File: src/hw/rtl/periodic_lattice_pair_search_core_assert.svh
// Assertion macros shared by the pair search core.
`ifndef PERIODIC_LATTICE_PAIR_SEARCH_CORE_ASSERT_SVH
`define PERIODIC_LATTICE_PAIR_SEARCH_CORE_ASSERT_SVH
`ifndef SYNTH
`define PLS_ASSERT(name, clk, rst, prop) \
  name: assert property (@(posedge clk) disable iff (rst) prop) \
    else $error("pair search assertion failed");
`define PLS_ASSERT_ALWAYS(name, clk, prop) \
  name: assert property (@(posedge clk) prop) \
    else $error("pair search assertion failed");
`else
`define PLS_ASSERT(name, clk, rst, prop)
`define PLS_ASSERT_ALWAYS(name, clk, prop)
`endif
`endif

File: src/hw/rtl/pls_pkg.sv
`timescale 1ns / 1ps
// ----------------------------------------------------------------------------
// pls_pkg
// Types and constants of the periodic lattice pair search core.
// ----------------------------------------------------------------------------
package pls_pkg;

  localparam int IDW  = 18;  // site id width
  localparam int SW   = 7;   // lattice edge width
  localparam int S2W  = 14;  // squared edge width
  localparam int QW   = 14;  // squared distance width
  localparam int CFGW = 12;  // configuration data width
  localparam int BW   = 12;  // bound width
  localparam int CMDW = 2;
  localparam int CIW  = 2;   // configuration index width

  localparam logic [CMDW-1:0] CMD_CLEAR = 2'd0;
  localparam logic [CMDW-1:0] CMD_LOAD  = 2'd1;
  localparam logic [CMDW-1:0] CMD_FETCH = 2'd2;

  localparam logic [CIW-1:0] CFG_LATTICE = 2'd0;
  localparam logic [CIW-1:0] CFG_INNER   = 2'd1;
  localparam logic [CIW-1:0] CFG_OUTER   = 2'd2;

  localparam logic [SW-1:0] LATTICE_RESET = 7'd16;
  localparam logic [BW-1:0] INNER_RESET   = 12'd0;
  localparam logic [BW-1:0] OUTER_RESET   = 12'd3073;

  typedef enum logic [2:0] {
    DIV_AZ, DIV_AY, DIV_BZ, DIV_BY, DIV_ZM
  } div_sel_t;

  typedef enum logic [1:0] {
    RD_POS, RD_I, RD_J
  } rd_sel_t;

  typedef struct packed {
    logic     take_id;
    logic     clear;
    logic     ld_init;
    logic     set_ovf;
    logic     wr_shift;
    logic     wr_id;
    logic     pos_dec;
    logic     rd_en;
    rd_sel_t  rd_sel;
    logic     latch_a;
    logic     latch_b;
    logic     j_inc;
    logic     next_i;
    logic     div_start;
    div_sel_t div_sel;
    logic     calc_c;
    logic     calc_q;
    logic     out_load;
    logic     out_found;
  } cmd_t;

  typedef struct packed {
    logic full;
    logic pos_zero;
    logic shift_gt;
    logic i_lt_cnt;
    logic j_lt_cnt;
    logic a_lt_b;
    logic div_busy;
    logic div_done;
    logic pass;
  } sts_t;

endpackage

File: src/hw/rtl/pls_ctrl.sv
`timescale 1ns / 1ps
// ----------------------------------------------------------------------------
// pls_ctrl
// Sequencer for clear, sorted insertion and the pair scan.
// ----------------------------------------------------------------------------
module pls_ctrl (
  input  logic                      clk,
  input  logic                      rst,
  input  logic                      in_valid,
  output logic                      in_ready,
  input  logic [pls_pkg::CMDW-1:0]  command,
  output logic                      out_valid,
  input  logic                      out_ready,
  input  pls_pkg::sts_t             sts,
  output pls_pkg::cmd_t             cmd
);

  typedef enum logic [16:0] {
    S_IDLE    = 17'b00000000000000001,
    S_LD_CHK  = 17'b00000000000000010,
    S_LD_RD   = 17'b00000000000000100,
    S_LD_CMP  = 17'b00000000000001000,
    S_F_CHK   = 17'b00000000000010000,
    S_F_LA    = 17'b00000000000100000,
    S_F_AZ    = 17'b00000000001000000,
    S_F_AY    = 17'b00000000010000000,
    S_F_INNER = 17'b00000000100000000,
    S_F_BCMP  = 17'b00000001000000000,
    S_F_BZ    = 17'b00000010000000000,
    S_F_BY    = 17'b00000100000000000,
    S_F_ZM    = 17'b00001000000000000,
    S_F_DIST  = 17'b00010000000000000,
    S_F_SQ    = 17'b00100000000000000,
    S_F_TEST  = 17'b01000000000000000,
    S_RESP    = 17'b10000000000000000
  } state_t;

  state_t state, state_next;
  logic   found, found_next;
  logic   out_valid_next;
  logic   div_go;

  assign in_ready = (state == S_IDLE);
  assign div_go   = !sts.div_busy && !sts.div_done;

  always_comb begin
    state_next = state;
    found_next = found;
    cmd        = '0;
    case (state)
      S_IDLE: begin
        if (in_valid) begin
          cmd.take_id = 1'b1;
          case (command)
            pls_pkg::CMD_CLEAR: cmd.clear = 1'b1;
            pls_pkg::CMD_LOAD: begin
              cmd.ld_init = 1'b1;
              state_next  = S_LD_CHK;
            end
            pls_pkg::CMD_FETCH: state_next = S_F_CHK;
            default: ;
          endcase
        end
      end
      S_LD_CHK: begin
        if (sts.full) begin
          cmd.set_ovf = 1'b1;
          state_next  = S_IDLE;
        end else begin
          state_next = S_LD_RD;
        end
      end
      S_LD_RD: begin
        if (sts.pos_zero) begin
          cmd.wr_id  = 1'b1;
          state_next = S_IDLE;
        end else begin
          cmd.rd_en  = 1'b1;
          cmd.rd_sel = pls_pkg::RD_POS;
          state_next = S_LD_CMP;
        end
      end
      S_LD_CMP: begin
        // Larger neighbors move up one slot until the new id fits.
        if (sts.shift_gt) begin
          cmd.wr_shift = 1'b1;
          cmd.pos_dec  = 1'b1;
          state_next   = S_LD_RD;
        end else begin
          cmd.wr_id  = 1'b1;
          state_next = S_IDLE;
        end
      end
      S_F_CHK: begin
        if (sts.i_lt_cnt) begin
          cmd.rd_en  = 1'b1;
          cmd.rd_sel = pls_pkg::RD_I;
          state_next = S_F_LA;
        end else begin
          found_next = 1'b0;
          state_next = S_RESP;
        end
      end
      S_F_LA: begin
        cmd.latch_a = 1'b1;
        state_next  = S_F_AZ;
      end
      S_F_AZ: begin
        cmd.div_sel   = pls_pkg::DIV_AZ;
        cmd.div_start = div_go;
        if (sts.div_done) state_next = S_F_AY;
      end
      S_F_AY: begin
        cmd.div_sel   = pls_pkg::DIV_AY;
        cmd.div_start = div_go;
        if (sts.div_done) state_next = S_F_INNER;
      end
      S_F_INNER: begin
        if (sts.j_lt_cnt) begin
          cmd.rd_en  = 1'b1;
          cmd.rd_sel = pls_pkg::RD_J;
          cmd.j_inc  = 1'b1;
          state_next = S_F_BCMP;
        end else begin
          cmd.next_i = 1'b1;
          state_next = S_F_CHK;
        end
      end
      S_F_BCMP: begin
        cmd.latch_b = 1'b1;
        state_next  = sts.a_lt_b ? S_F_BZ : S_F_INNER;
      end
      S_F_BZ: begin
        cmd.div_sel   = pls_pkg::DIV_BZ;
        cmd.div_start = div_go;
        if (sts.div_done) state_next = S_F_BY;
      end
      S_F_BY: begin
        cmd.div_sel   = pls_pkg::DIV_BY;
        cmd.div_start = div_go;
        if (sts.div_done) state_next = S_F_ZM;
      end
      S_F_ZM: begin
        cmd.div_sel   = pls_pkg::DIV_ZM;
        cmd.div_start = div_go;
        if (sts.div_done) state_next = S_F_DIST;
      end
      S_F_DIST: begin
        cmd.calc_c = 1'b1;
        state_next = S_F_SQ;
      end
      S_F_SQ: begin
        cmd.calc_q = 1'b1;
        state_next = S_F_TEST;
      end
      S_F_TEST: begin
        if (sts.pass) begin
          found_next = 1'b1;
          state_next = S_RESP;
        end else begin
          state_next = S_F_INNER;
        end
      end
      S_RESP: begin
        // Wait until the output register is free for this transfer.
        if (!out_valid || out_ready) begin
          cmd.out_load  = 1'b1;
          cmd.out_found = found;
          state_next    = S_IDLE;
        end
      end
      default: state_next = S_IDLE;
    endcase
  end

  always_comb begin
    if (cmd.out_load) begin
      out_valid_next = 1'b1;
    end else if (out_ready) begin
      out_valid_next = 1'b0;
    end else begin
      out_valid_next = out_valid;
    end
  end

  always_ff @(posedge clk) begin
    if (rst) begin
      state     <= S_IDLE;
      found     <= 1'b0;
      out_valid <= 1'b0;
    end else begin
      state     <= state_next;
      found     <= found_next;
      out_valid <= out_valid_next;
    end
  end

endmodule

File: config.mk
export PLATFORM = sky130hd
export DESIGN_NAME = pls_ctrl
export DESIGN_NICKNAME = d
export VERILOG_FILES = /design/src/hw/rtl/periodic_lattice_pair_search_core_assert.svh /design/src/hw/rtl/pls_pkg.sv /design/src/hw/rtl/pls_ctrl.sv
export SDC_FILE = /design/constraint.sdc
export NUM_CORES = 1
export LEC_CHECK = 0
export BUFFER_PORTS_ARGS = -buffer_cell sky130_fd_sc_hd__buf_2
export CAP_MARGIN = 10
export CORE_UTILIZATION = 48
export CTS_CLUSTER_SIZE = 28
export DETAILED_ROUTE_END_ITERATION = 8
export PLACE_DENSITY = 0.86
export SLEW_MARGIN = 20
export SYNTH_ARGS = -nofsm -noshare
export SYNTH_HDL_FRONTEND = slang
export SYNTH_SLANG_ARGS = --single-unit
File: constraint.sdc
create_clock -name clk -period 6.96 [get_ports clk]
set_input_delay 1.392 -clock clk [delete_from_list [all_inputs] [get_ports clk]]
set_output_delay 1.392 -clock clk [all_outputs]
set_load 0.02 [all_outputs]
==> summary.txt <==
Clock tree
  – TritonCTS Buffers: 3
  – Post CTS Setup Buffer Count: 0
  – Root buf cell: clkbuf_4
  – Worst skew pair latency: 0.30 ns
  – Max Root-Sink Buffers: 2
  – Clock-pin slew on the worst setup and hold paths: 0.11 ns
  – TritonCTS clock tree: built
  – Post-cts hold buffer count: 0
  – H-tree levels: 1
  – Sink Count: 19
  – Post-cts sizing count: 0

STA
  – RSZ-0062 raised after global routing: false
  – Hold Worst Slack: 0.4576 ns
  – Fmax achieved: 250.7 MHz
  – Max Transition Viols Final: 0
  – Tcrit/Tclk final: 57.31%
  – Hold Fails Final Rpt: 0
  – Worst slew pin tran: 0.7769 ns
  – Worst Skew: 0.006069 ns
  – Tmin final: 3.989 ns
  – Final Setup Violations: 0
  – Fin Setup TNS: 0 ns
  – Relative slew slack: 47.73%

Route
  – Number of remaining DRC errors: 0
  – Vias per std cell: 5.756
  – Routed Antenna Nets: 0
  – DR WL/cell: 12.68 µm
  – Pre-antenna DRT Iters: 4
  – Vias: 1370
  – 1st-iter DRT viols: 52
  – Final wirelength: 3.017 mm

Cells and area
  – Layout area overhead: 15.74%
  – Cell Count, Final, Fillers Out: 238
  – Share of layout cells above drive strength 1: 25.48%
  – # diodes: 0
  – Nets: 224

Synth
  – Post-Synth Adder-Cell Area: 0%
  – Cell Area, Synth: 1304 µm²
  – Post-synth cell types: 43
  – Xor/xnor share of the synthesized area: 4.031%
  – Post-synthesis mux area share: 0%
  – Simple-gate share of the synthesized area: 42.71%
  – Syn Area/Cell: 7.450 µm²
  – Main combinational cell family by area after synthesis: simple AND/OR/NAND/NOR gates
  – Syn. warnings: 0
  – Yosys reg bits: 19
  – Post-synth EDFFs: 0
  – Fraction of registers with async set/reset: 0%
  – Synth Flop Type: dfxtp_1
  – Post-synthesis compound-gate area fraction: 17.18%
  – Synth Instances: 175
  – Seq/Total Area, Yosys: 29.17%
  – Syn nets: 190

Setup path
  – Worst Path Max Fanout: 6
  – CP arrival: 2.60 ns
  – Cells on worst reg2reg path: 5
  – CP Launch Type: register
  – CP endpoint kind: output port
  – CP required: 5.57 ns
  – Crit Path Class: reg -> out

Global routing
  – Number of global-route vias before repair: 1072
  – First-pass GRT wire length: 4.698 mm
  – Largest net degree at the start of global routing: 13
  – Global route overflow: 0
  – Initial antenna violation count: 0
  – GRT Overall Usage: 22.22%

Placement
  – Final GP Congestion: 0.9245
  – Port bufs: 38
  – Dpl cells: 234
  – Hpwl dp: 2.321 mm

Die
  – Height of the die: 54.12 µm
  – FP Rows: 18
  – Core Region: 2522 µm²
  – Initial core utilization: 51.69%
  – DIE WIDTH: 54.12 µm
  – Die area: 2928 µm²
  – Number of I/O pins: 39

Run status
  – Status: finished clean

Power and ir drop
  – Static Leak: 0.0006998 µW
  – Maximum vdd drop: 0.0001910 V
  – Cell Pwr Density: 196.7 nW/µm²

Flow run
  – MaxCap Viol Count: 0

Min path
  – Worst hold path class: reg -> reg
  – Worst hold path cell count: 2
-- sequential cells by signal, indices dropped and copies added (netlist names) --
signal and flops:
state 17, out_valid 1, found 1
-- report_power, final --
group / internal [µW] / total, µW / switching, µW
clock network: 22.4 / 57.4 / 35.1
registers: 113 / 123 / 9.19
logic: 46.1 / 117 / 70.7
total: 182 / 297 / 115
-- routing by layer --
layer	GRT usage, %	wire length, µm	part of all wire, %
met5	0	0	0
met4	9.829	68	2.3
met3	2.825	186	6.2
met2	35.60	1359	45
met1	29.51	1403	47
-- kinds of logic (layout without fill, tap and decap cells) --
kind of cell / after synthesis / in the layout
AO/OA/AOI/OAI: 34 / 34
flip-flops: 19 / 19
buffers and inverters: 20 / 53
AND/OR/NAND/NOR: 96 / 96
XOR/XNOR: 6 / 6
-- worst max-delay path, cell delays in order (launching register included) --
cell     delay, ns
dfxtp_1       0.38
or4_1         0.62
or3_4         0.38
nor3_1        0.36
nand2_1       0.16
nor3b_1       0.21
buf_2         0.19
-- metrics by stage --
step           util (%)  setup WS [ns]  area [µm²]  power, µW
3_3_place_gp      58.78          3.404        1483      239.9
2_1_floorplan         -          2.876        1304      212.2
4_1_cts           59.82          2.978        1509      296.6
3_5_place_dp      58.78          3.330        1483      240.7
5_1_grt           59.82          2.820        1509      312.6
6_report          59.82          2.971        1509      296.8
-- Yosys cell counts, drive strengths merged, types with 4 or more instances --
| cell type | n | share of area [%] |
|---|---|---|
| nor4 | 4 | 2.4 |
| buf | 4 | 2.3 |
| nand2b | 4 | 1.9 |
| a21oi | 7 | 2.7 |
| inv | 11 | 3.2 |
| nor3 | 9 | 3.8 |
| xor2 | 4 | 2.7 |
| or3 | 5 | 2.8 |
| nand3 | 12 | 4.6 |
| clkbuf | 5 | 1.4 |
| dfxtp | 19 | 29 |
| nor2 | 22 | 6.3 |
| nand2 | 8 | 2.3 |
| o21ai | 11 | 4.2 |
| nor3b | 7 | 4.0 |
| or4 | 4 | 2.9 |
| nor2b | 6 | 2.9 |
-- cells in the final DEF, fill, tap and decap left out, drive strengths merged, types with 3 or more instances in the layout --
cell / n
a21oi: 7
a31oi: 3
buf: 38
clkbuf: 4
dfxtp: 19
inv: 11
nand2: 8
nand2b: 4
nand3: 12
nor2: 22
nor2b: 6
nor3: 9
nor3b: 7
nor4: 4
o211ai: 3
o21ai: 11
or3: 5
or4: 4
xor2: 4
-- final cells by class --
cell class                      count  area [µm²]
Multi-Input combinational cell    136       833.3
Fill cell                         259        1013
Timing Repair Buffer               38       190.2
Inverter                           11       41.29
Sequential cell                    19       380.4
Tap cell                           30       37.54
Clock buffer                        4       26.28
-- worst paths after layout --
path | start | end | slack (ns)
worst max-delay path | state[8]$_SDFFE_PP0P_ | cmd[19] | 2.97
worst min register to register | found$_SDFFE_PP0P_ | found$_SDFFE_PP0P_ | 0.46
worst min-delay path | found$_SDFFE_PP0P_ | found$_SDFFE_PP0P_ | 0.46
worst max register to register | state[8]$_SDFFE_PP0P_ | state[2]$_SDFFE_PP0P_ | 4.44
Note: power is estimated with default switching activity, not from simulation.
